File: config.mk
export PLATFORM = sky130hd
export DESIGN_NAME = heartbeat_liveness_watchdog_core
export DESIGN_NICKNAME = d
export VERILOG_FILES = /design/src/design/hlw_pkg.sv /design/src/design/hlw_step.sv /design/src/design/heartbeat_liveness_watchdog_core.sv
export SDC_FILE = /design/constraint.sdc
export NUM_CORES = 1
export LEC_CHECK = 0
export BUFFER_PORTS_ARGS = -buffer_cell sky130_fd_sc_hd__buf_2
export CAP_MARGIN = 40
export CORE_MARGIN = 4
export CORE_UTILIZATION = 40
export CTS_CLUSTER_DIAMETER = 50
export DETAILED_ROUTE_END_ITERATION = 10
export GPL_ROUTABILITY_DRIVEN = 0
export PLACE_DENSITY = 0.63
export SLEW_MARGIN = 20
export SYNTH_ARGS = -nofsm -noshare
export SYNTH_HDL_FRONTEND = slang
export SYNTH_SLANG_ARGS = --single-unit
export TNS_END_PERCENT = 50
File: constraint.sdc
create_clock -name clk_i -period 9.42 [get_ports clk_i]
set_input_delay 1.413 -clock clk_i [delete_from_list [all_inputs] [get_ports clk_i]]
set_output_delay 1.413 -clock clk_i [all_outputs]
set_load 0.01 [all_outputs]
File: src/design/hlw_pkg.sv
package hlw_pkg;

  localparam int unsigned TIME_BITS  = 48;
  localparam int unsigned EPOCH_BITS = 32;
  localparam int unsigned CFG_BITS   = 32;
  localparam int unsigned CNT_BITS   = 16;

  localparam logic [CNT_BITS-1:0] CNT_MAX = '1;

  typedef enum logic [1:0] {
    OP_START = 2'd0,
    OP_STAMP = 2'd1,
    OP_TICK  = 2'd2,
    OP_NONE  = 2'd3
  } op_e;

  typedef enum logic [2:0] {
    VERD_NOTHING   = 3'd0,
    VERD_FIRST     = 3'd1,
    VERD_SILENT    = 3'd2,
    VERD_STILL     = 3'd3,
    VERD_RECOVERED = 3'd4,
    VERD_NEVER     = 3'd5
  } verdict_e;

  typedef enum logic [1:0] {
    CFG_SILENT_AFTER = 2'd0,
    CFG_GRACE        = 2'd1,
    CFG_REPEAT       = 2'd2,
    CFG_FAIL_LIMIT   = 2'd3
  } cfg_idx_e;

  localparam logic [CFG_BITS-1:0] SILENT_AFTER_RST = 32'd5000;
  localparam logic [CFG_BITS-1:0] GRACE_RST        = 32'd30000;
  localparam logic [CFG_BITS-1:0] REPEAT_RST       = 32'd10000;
  localparam logic [CNT_BITS-1:0] FAIL_LIMIT_RST   = 16'd3;

  typedef struct packed {
    op_e                           operation;
    logic [TIME_BITS-1:0]          now_ms;
    logic signed [EPOCH_BITS-1:0]  epoch;
    logic                          probe_done;
    logic                          probe_pass;
  } in_item_t;

  typedef struct packed {
    verdict_e                      verdict;
    logic [TIME_BITS-1:0]          quiet_time;
    logic                          has_stamp;
    logic [CNT_BITS-1:0]           fail_streak;
    logic                          loss_event;
    logic                          regain_event;
    logic signed [EPOCH_BITS-1:0]  last_epoch;
  } out_item_t;

  typedef struct packed {
    logic [CFG_BITS-1:0] stamp_timeout;
    logic [CFG_BITS-1:0] arm_timeout;
    logic [CFG_BITS-1:0] repeat_period;
    logic [CNT_BITS-1:0] raster_failure_limit;
  } cfg_t;

  typedef struct packed {
    logic signed [EPOCH_BITS-1:0] armed_epoch;
    logic                         watching;
    logic [TIME_BITS-1:0]         epoch_start_time;
    logic [TIME_BITS-1:0]         last_stamp_time;
    logic [TIME_BITS-1:0]         last_report_time;
    logic                         stamped;
    logic                         silent;
    logic signed [EPOCH_BITS-1:0] recorded_epoch;
    logic [CNT_BITS-1:0]          failure_count;
    logic                         raster_loss;
  } wd_state_t;

endpackage

File: src/design/hlw_step.sv
module hlw_step import hlw_pkg::*; (
  input  in_item_t  item_i,
  input  wd_state_t state_i,
  input  cfg_t      cfg_i,
  output wd_state_t state_o,
  output out_item_t result_o
);

  logic [TIME_BITS-1:0] ref_time;
  logic [TIME_BITS-1:0] silence;
  logic [TIME_BITS-1:0] threshold;
  logic [TIME_BITS-1:0] since_report;
  logic                 repeat_due;
  logic                 ignore_stamp;
  logic [CNT_BITS-1:0]  fail_inc;

  always_comb begin
    ref_time     = state_i.stamped ? state_i.last_stamp_time : state_i.epoch_start_time;
    silence      = (item_i.now_ms > ref_time) ? item_i.now_ms - ref_time : '0;
    threshold    = state_i.stamped ? TIME_BITS'(cfg_i.stamp_timeout)
                                   : TIME_BITS'(cfg_i.arm_timeout);
    since_report = item_i.now_ms - state_i.last_report_time;
    repeat_due   = (item_i.now_ms < state_i.last_report_time) ||
                   (since_report >= TIME_BITS'(cfg_i.repeat_period));
    // both epochs known and different
    ignore_stamp = !item_i.epoch[EPOCH_BITS-1] && !state_i.armed_epoch[EPOCH_BITS-1] &&
                   (item_i.epoch != state_i.armed_epoch);
    fail_inc     = (state_i.failure_count == CNT_MAX) ? CNT_MAX
                                                      : state_i.failure_count + 1'b1;
  end

  always_comb begin
    state_o  = state_i;
    // default: snapshot of the current state
    result_o.verdict      = VERD_NOTHING;
    result_o.quiet_time   = silence;
    result_o.has_stamp    = state_i.stamped;
    result_o.fail_streak  = state_i.failure_count;
    result_o.loss_event   = 1'b0;
    result_o.regain_event = 1'b0;
    result_o.last_epoch   = state_i.recorded_epoch;

    case (item_i.operation)
      OP_START: begin
        state_o.armed_epoch      = item_i.epoch;
        state_o.watching         = 1'b1;
        state_o.epoch_start_time = item_i.now_ms;
        state_o.last_stamp_time  = '0;
        state_o.last_report_time = '0;
        state_o.stamped          = 1'b0;
        state_o.silent           = 1'b0;
        state_o.recorded_epoch   = '1;
        state_o.failure_count    = '0;
        state_o.raster_loss      = 1'b0;
        result_o.quiet_time      = '0;
        result_o.has_stamp       = 1'b0;
        result_o.fail_streak     = '0;
        result_o.last_epoch      = '1;
      end
      OP_STAMP: begin
        if (ignore_stamp) begin
          result_o.last_epoch = item_i.epoch;
        end else begin
          state_o.recorded_epoch   = item_i.epoch;
          state_o.last_stamp_time  = item_i.now_ms;
          state_o.stamped          = 1'b1;
          state_o.silent           = 1'b0;
          state_o.last_report_time = '0;
          if (!state_i.stamped) begin
            result_o.verdict = VERD_FIRST;
          end else if (state_i.silent) begin
            result_o.verdict = VERD_RECOVERED;
          end
          if (item_i.probe_done) begin
            if (item_i.probe_pass) begin
              result_o.regain_event = state_i.raster_loss;
              state_o.failure_count = '0;
              state_o.raster_loss   = 1'b0;
            end else begin
              state_o.failure_count = fail_inc;
              if (!state_i.raster_loss && (cfg_i.raster_failure_limit != '0) &&
                  (fail_inc >= cfg_i.raster_failure_limit)) begin
                state_o.raster_loss = 1'b1;
                result_o.loss_event = 1'b1;
              end
            end
          end
          result_o.has_stamp   = 1'b1;
          result_o.fail_streak = state_o.failure_count;
          result_o.last_epoch  = item_i.epoch;
        end
      end
      OP_TICK: begin
        if (!state_i.watching) begin
          result_o.quiet_time  = '0;
          result_o.has_stamp   = 1'b0;
          result_o.fail_streak = '0;
          result_o.last_epoch  = '1;
        end else if (silence > threshold) begin
          if (!state_i.silent) begin
            state_o.silent           = 1'b1;
            state_o.last_report_time = item_i.now_ms;
            result_o.verdict         = state_i.stamped ? VERD_SILENT : VERD_NEVER;
          end else if (repeat_due) begin
            state_o.last_report_time = item_i.now_ms;
            result_o.verdict         = VERD_STILL;
          end
        end
      end
      default: begin
        // unused code: snapshot only
      end
    endcase
  end

endmodule

File: src/design/heartbeat_liveness_watchdog_core.sv
// Heartbeat watchdog core. Stage 1 holds the registered input item; stage 2, the
// result register, is loaded from it when free or being drained. Throughput: one
// item per cycle while the result side does not stall; the state update is a single
// pass of compares and 48-bit subtractions between the input register and the
// result register. Reset: asynchronous, active low; watchdog state and config
// registers return to defaults, both pipeline stages empty. No clearing pass.
module heartbeat_liveness_watchdog_core import hlw_pkg::*; (
  input  logic                clk_i,
  input  logic                rst_ni,
  // input channel
  input  logic                in_valid_i,
  output logic                in_ready_o,
  input  in_item_t            in_data_i,
  // result channel
  output logic                out_valid_o,
  input  logic                out_ready_i,
  output out_item_t           out_data_o,
  // configuration writes
  input  logic                cfg_we_i,
  input  logic [1:0]          cfg_idx_i,
  input  logic [CFG_BITS-1:0] cfg_wdata_i
);

  // stage 1: registered input item
  logic      s1_valid_q;
  in_item_t  s1_item_q;
  // stage 2: result register
  logic      out_valid_q;
  out_item_t out_item_q;

  cfg_t      cfg_q;
  wd_state_t state_q, state_d;
  out_item_t result_d;

  logic      s1_advance;
  logic      in_xfer;

  // stage 1 moves on when the result register is free or being drained
  assign s1_advance = !out_valid_q || out_ready_i;
  assign in_ready_o = !s1_valid_q || s1_advance;
  assign in_xfer    = in_valid_i && in_ready_o;

  always_ff @(posedge clk_i or negedge rst_ni) begin
    if (!rst_ni) begin
      s1_valid_q <= 1'b0;
    end else if (in_ready_o) begin
      s1_valid_q <= in_valid_i;
    end
  end

  always_ff @(posedge clk_i) begin
    if (in_xfer) begin
      s1_item_q <= in_data_i;
    end
  end

  // configuration registers
  always_ff @(posedge clk_i or negedge rst_ni) begin
    if (!rst_ni) begin
      cfg_q.stamp_timeout        <= SILENT_AFTER_RST;
      cfg_q.arm_timeout          <= GRACE_RST;
      cfg_q.repeat_period        <= REPEAT_RST;
      cfg_q.raster_failure_limit <= FAIL_LIMIT_RST;
    end else if (cfg_we_i) begin
      case (cfg_idx_e'(cfg_idx_i))
        CFG_SILENT_AFTER: cfg_q.stamp_timeout        <= cfg_wdata_i;
        CFG_GRACE:        cfg_q.arm_timeout          <= cfg_wdata_i;
        CFG_REPEAT:       cfg_q.repeat_period        <= cfg_wdata_i;
        CFG_FAIL_LIMIT:   cfg_q.raster_failure_limit <= cfg_wdata_i[CNT_BITS-1:0];
        default: ;
      endcase
    end
  end

  // one full step per item, state and result settle in the same pass
  hlw_step u_step (
    .item_i   (s1_item_q),
    .state_i  (state_q),
    .cfg_i    (cfg_q),
    .state_o  (state_d),
    .result_o (result_d)
  );

  always_ff @(posedge clk_i or negedge rst_ni) begin
    if (!rst_ni) begin
      state_q.armed_epoch      <= '1;
      state_q.watching         <= 1'b0;
      state_q.epoch_start_time <= '0;
      state_q.last_stamp_time  <= '0;
      state_q.last_report_time <= '0;
      state_q.stamped          <= 1'b0;
      state_q.silent           <= 1'b0;
      state_q.recorded_epoch   <= '1;
      state_q.failure_count    <= '0;
      state_q.raster_loss      <= 1'b0;
    end else if (s1_valid_q && s1_advance) begin
      state_q <= state_d;
    end
  end

  // result register; holds while the consumer stalls
  always_ff @(posedge clk_i or negedge rst_ni) begin
    if (!rst_ni) begin
      out_valid_q <= 1'b0;
    end else if (s1_advance) begin
      out_valid_q <= s1_valid_q;
    end
  end

  always_ff @(posedge clk_i) begin
    if (s1_valid_q && s1_advance) begin
      out_item_q <= result_d;
    end
  end

  assign out_valid_o = out_valid_q;
  assign out_data_o  = out_item_q;

endmodule

==> impl_metrics.toml, run 1 <==
[outcome]
status = "completed"

[worst_setup_path]
cp_top_family = "compound AO/OA/AOI/OAI gates"
crit_type = "reg2reg"
crit_fanout = 48
slowest_stage = "dfrtp_4"
arrival_ps = 8290
cp-end-kind = "flop"
crit_path_frequent_cell = "o211ai_1"
slowest_delay_ps = 880
worst-path-buf-inv = 2
cp-start-kind = "flop"
crit_required_ps = 9900

[timing]
finalSetupTns_ps = 0
worst_pin_slew_ps = 926
maxSlewHeadroom = 0.382
skew_ps = 27.1
hold_viol_final = 0
min_period_ps = 7810
slew_violations = 0
rsz0062_at_grt = "false"
setup-violations-final = 0
fin_crit_sh = 0.829
clock.fmax_mhz = 128

[floorplan]
ios = 227
core_sq_um = 71900
die_height_microns = 278
dieWidth_microns = 278
rows = 98
initial_core_util = 0.405
die-area_sq_um = 77200

[cells_and_area]
synthToLayoutAreaGrowth_pct = 16.1
final-seq-area_sq_um = 14300
multiInputGateArea_sq_um = 13900
final_area_sq_um = 33800
finalNetCount = 3113
fillerInstances = 6644
drive_above_1_share = 0.240

[grt]
overflow = 0
grt_usage = 0.212
grt_pass1_vias = 22200
antenna_found_initial = 7
grt_first_pass_wirelength_microns = 129000
grt_max_degree = 116

[clock_tree]
root_buffer = "clkbuf_16"
cts_max_level = 3
clock_sinks = 528
cts_made_buffers = 67
insertion_delay_ps = 620
cts-hold-fix-buffers = 0
postCtsSetupRepairBufs = 0
clk_pin_slew_ps = 60
clk_path_buf_depth = 3
post_cts_resized = 0
cts_tree = "yes"

[drt]
drtIter0Drc = 2104
drtAntennaViolNets = 0
vias = 22200
vias_per_cell = 5.81
detail_route.wl_per_cell_microns = 22.1
dr.pass1.iters = 5
routed_wl_microns = 84200
drc = 0

[logic_synthesis]
async_flop_share = 0.648
syn_area_per_cell_sq_um = 11.2
synthesis.nets = 2900
synth_edf_count = 186
synthFlopType = "dfrtp_1"
synthCells = 2593
synth.cell_area_sq_um = 29100
synth-seq-area-share = 0.489
synth_seq_cells = 528
ys_types = 86
synth_warnings = 0

[power]
leakage_nw = 14.5
powerDensity_nw_per_um2 = 276
peakVddDrop_mv = 0.153

[hold_path]
hold_class = "reg2reg"

[place]
place_hpwl_microns = 63200
port_buffers = 226
dpl_cell_area_sq_um = 31400

[flow_run]
maxCapViolCount = 0
routing by layer:
| metal | global-route usage | wire length, microns | share of wire |
|---|---|---|---|
| met2 | 0.342 | 38600 | 0.46 |
| met3 | 0.0413 | 6210 | 0.074 |
| met4 | 0.0584 | 2300 | 0.027 |
| met1 | 0.293 | 37000 | 0.44 |
| met5 | 0 | 48 | 0.00057 |
where the power goes:
part	total, W	internal, W	switching [W]
registers	0.00316	0.00290	0.000267
logic	0.00343	0.00135	0.00208
clock network	0.00274	0.00170	0.00104
total	0.00933	0.00594	0.00339
final timing paths:
| path | from | cells past startpoint | to | slack (ps) |
|---|---|---|---|---|
| worst max-delay path | state_q[50] | 26 | state_q[52] | 1610 |
| worst min-delay path | state_q[147] | 2 | state_q[147] | 490 |
| worst max register to register | state_q[50] | 26 | state_q[52] | 1610 |
| worst min register to register | state_q[147] | 2 | state_q[147] | 490 |
| max in group asynchronous | rst_ni | 3 | state_q[153] | 7170 |
| min in group asynchronous | rst_ni | 1 | s1_valid_q | 870 |
worst min-delay path, stage by stage (launching register included):
cell and delay, ps:
dfrtp_1 350, nand2_1 50, o21ai_0 60
cell usage after synthesis (25+ instances only):
cell type,instances,area share
xor2_1,69,0.021
edfxtp_1,186,0.19
inv_1,135,0.017
o22a_1,32,0.0096
nor2b_1,28,0.0060
a22o_1,112,0.034
mux2i_1,82,0.028
ha_1,182,0.078
nand3_1,28,0.0048
and3_1,39,0.0084
mux2_2,193,0.075
and2_1,44,0.0095
nor3_1,25,0.0043
nor2_1,115,0.015
clkbuf_1,88,0.011
dfrtp_1,259,0.22
o21ai_0,114,0.020
xnor2_1,40,0.012
a21o_1,54,0.014
a21oi_1,172,0.030
nand2_1,153,0.020
nand4_1,53,0.011
dfstp_2,83,0.075
sequential cells by signal, summed over array words and instances (netlist names):
register / cells
s1_item_q: 84
out_valid_o: 1
out_data_o: 102
state_q: 228
cfg_q: 112
s1_valid_q: 1
cell families (layout without fill, tap and decap cells):
| kind of cell | after synthesis | count (layout) | share of synthesized area |
|---|---|---|---|
| buf+inv | 249 | 516 | 0.0337 |
| fa+ha+maj | 184 | 184 | 0.0796 |
| other cells | 0 | 3 | 0 |
| mux | 275 | 275 | 0.103 |
| xor+xnor | 109 | 109 | 0.0328 |
| simple gates | 567 | 567 | 0.0997 |
| compound gates | 681 | 681 | 0.162 |
| flops | 528 | 528 | 0.489 |
cells in the final DEF, fill, tap and decap left out, types with 112 or more instances in the layout:
cell type and count:
dfrtp_1 258, buf_2 225, mux2_2 193, edfxtp_1 186, ha_1 182, a21oi_1 172, nand2_1 152, inv_1 135
o21ai_0 114, nor2_1 112, a22o_1 112
cell type report:
type / instances / share of cell area
repair buffers: 257 / 0.0442
clock buffers: 90 / 0.0576
inverters: 136 / 0.0151
flip-flops and latches: 528 / 0.421
clock inverters: 33 / 0.0139
diodes: 3 / 0.000222
well taps: 950 / 0.0352
multi-input cells: 1816 / 0.412
metrics by stage:
| stage | total power, W | hold slack [ps] | setup WS (ps) | utilization | cells |
|---|---|---|---|---|---|
| 6_report | 0.00933 | 489 | 1610 | 0.471 | 3813 |
| 3_5_place_dp | 0.00654 | 477 | 1520 | 0.436 | 3685 |
| 4_1_cts | 0.00932 | 487 | 1470 | 0.470 | 3808 |
| 3_3_place_gp | 0.00643 | 462 | 1840 | 0.434 | 3677 |
| 5_1_grt | 0.00983 | 512 | 1100 | 0.471 | 3810 |
| 2_1_floorplan | 0.00543 | 444 | 2600 | - | 2593 |
Power figures use the tool's default switching activity.
==> inputs of run 2 (changes only) <==
- ABC_AREA: not set -> 1
- PLACE_DENSITY: 0.63 -> 0.65
- clock period: 9.42 -> 6.3 ns (I/O delays scaled with it)
==> run 2 against run 1 <==
Effect of this change:
- clock power up 51%
- register-to-register slack got worse by 890 ps
- setup slack worse by 890 ps
- maximum frequency is 40% higher
- final cell count is 42% higher
- sequential cell count unchanged
- clock skew fell by 4.3 ps
- non-clock buffer count rose by 8
- sequential share of layout area fell by 3.5 points
- final area rose by 9.1%
- critical endpoint is now state_q[74]
- largest cell class is now multi-input combinational cells
==> impl_metrics.toml, run 2 <==
[outcome]
status = "completed"

[clock_tree]
insertion_delay_ps = 640
clk_path_buf_depth = 3
cts-hold-fix-buffers = 0
postCtsSetupRepairBufs = 0
clock_sinks = 528
cts_made_buffers = 69
post_cts_resized = 0
root_buffer = "clkbuf_16"
clk_pin_slew_ps = 60
cts_tree = "yes"
cts_max_level = 3

[logic_synthesis]
synth.cell_area_sq_um = 32100
synthesis.nets = 4413
synth_commonest_cells = "1,131 x nand2_1, 695 x inv_1, 309 x o21ai_0"
ys_types = 53
synth_warnings = 0
synth_seq_cells = 528
synth-seq-area-share = 0.444
yosys.area.top_type = "dfrtp_1"
synth_edf_count = 186
syn_area_per_cell_sq_um = 7.81
yosysTopAreaCellShare = 0.202
synth_most_common_cell = "nand2_1"
async_flop_share = 0.648
synthFlopType = "dfrtp_1"
netlist_top_cells_area = "dfrtp_1 20%, edfxtp_1 17%, nand2_1 13%"
synthCells = 4106

[place]
port_buffers = 226
dp_cells = 5288
place_hpwl_microns = 76500
dpl_cell_area_sq_um = 34500

[drt]
routed_wl_microns = 100000
vias = 28200
drc = 0
dr.pass1.iters = 6
detail_route.wl_per_cell_microns = 18.5
vias_per_cell = 5.20
drtIter0Drc = 2658
drtAntennaViolNets = 0

[timing]
fin_crit_sh = 0.886
hold_viol_final = 0
clock.fmax_mhz = 179
finalSetupTns_ps = 0
min_period_ps = 5580
worst_pin_slew_ps = 895
rsz0062_at_grt = "false"
holdWs_ps = 395
setup-violations-final = 0
skew_ps = 22.8
maxSlewHeadroom = 0.403
slew_violations = 0

[floorplan]
ios = 227
dieWidth_microns = 291
die-area_sq_um = 84700
die_height_microns = 291
initial_core_util = 0.404
rows = 103
core_sq_um = 79300

[cells_and_area]
final_cell_mix = "1,129 x nand2_1, 693 x inv_1, 309 x o21ai_0"
drive_above_1_share = 0.123
regMostFlops = "state_q"
layout.cells.non_filler = 5415
finalNetCount = 4616
synthToLayoutAreaGrowth_pct = 15.1
final_area_sq_um = 36900
fillerInstances = 7770
largest_reg_flops = 228
final_common_cell = "nand2_1"
diodes = 0

[grt]
grt_usage = 0.230
overflow = 0
grt_pass1_vias = 26200
antenna_found_initial = 1
grt_first_pass_wirelength_microns = 154000
grt_max_degree = 135

[power]
leakage_nw = 18.3
peakVddDrop_mv = 0.213
powerDensity_nw_per_um2 = 410

[worst_setup_path]
crit_type = "reg2reg"
slowest_delay_ps = 570
crit_fanout = 48
arrival_ps = 6150
cp-start-kind = "flop"
slowest_stage = "dfrtp_4"
crit_required_ps = 6870
cp-end-kind = "flop"

[hold_path]
hold_class = "in2async"

[flow_run]
maxCapViolCount = 0
run 2: cell count changes after synthesis, sizes merged, moves of 52 or more:
cell	delta
a22o	-112
nand3	+73
nand2	+983
nor2	+158
a21o	-52
nor3	+57
o22ai	+61
mux2	-193
o21ai	+190
inv	+575
run 2: metrics by stage:
stage | total power, W | util | setup slack [ps]
detailed placement | 0.0109 | 0.435 | 844
global route | 0.0161 | 0.465 | 128
CTS | 0.0151 | 0.465 | 784
floorplan | 0.00893 | - | 878
global placement | 0.0108 | 0.433 | 1080
finish | 0.0151 | 0.465 | 717
run 2: worst paths after layout:
check	slack, ps	depth (start not counted)	endpoint	startpoint
min in group clk_i	470	2	state_q[54]	state_q[54]
hold reg to reg	470	2	state_q[54]	state_q[54]
max in group asynchronous	4640	2	state_q[185]	rst_ni
setup / recovery	720	31	state_q[74]	state_q[50]
hold / removal	400	1	state_q[7]	rst_ni
setup reg to reg	720	31	state_q[74]	state_q[50]
run 2: worst max-delay path, delay by kind of cell, from the launching register on:
kind,cells,cell delay [ps]
compound gates,2,370
flops,1,570
buf+inv,5,870
fa+ha+maj,3,900
simple gates,21,2700
run 2: cell families (layout without fill, tap and decap cells):
| logic type | after synthesis | in the layout | share of synthesized area |
|---|---|---|---|
| flops | 528 | 528 | 0.444 |
| simple gates | 1734 | 1734 | 0.226 |
| buf+inv | 849 | 1108 | 0.101 |
| fa+ha+maj | 184 | 184 | 0.0723 |
| xor+xnor | 85 | 85 | 0.0232 |
| compound gates | 695 | 695 | 0.123 |
| mux | 31 | 31 | 0.00968 |
run 2: final cells by class:
type	instances	area (sq um)	area share
Multi-Input combinational cell	2729	14600	0.396
Sequential cell	528	14300	0.386
Inverter	716	2690	0.0729
Clock buffer	81	1810	0.0491
Timing Repair Buffer	265	1580	0.0428
Tap cell	1050	1310	0.0356
Clock inverter	46	619	0.0168
run 2: routing by layer:
metal  share of wire  global-route usage  vias up  routed length, microns
met5               0                   0        -                       0
met4           0.043              0.0873        0                    4350
met3           0.072              0.0391      171                    7160
met2            0.46               0.366     1011                   45600
met1            0.43               0.314    13200                   43000
li1                -                   -    13800                       -
run 2: power breakdown:
part	internal [W]	leakage (nW)	switching, W
logic	0.00210	11.1	0.00410
registers	0.00438	6.02	0.000396
clock network	0.00249	1.19	0.00166
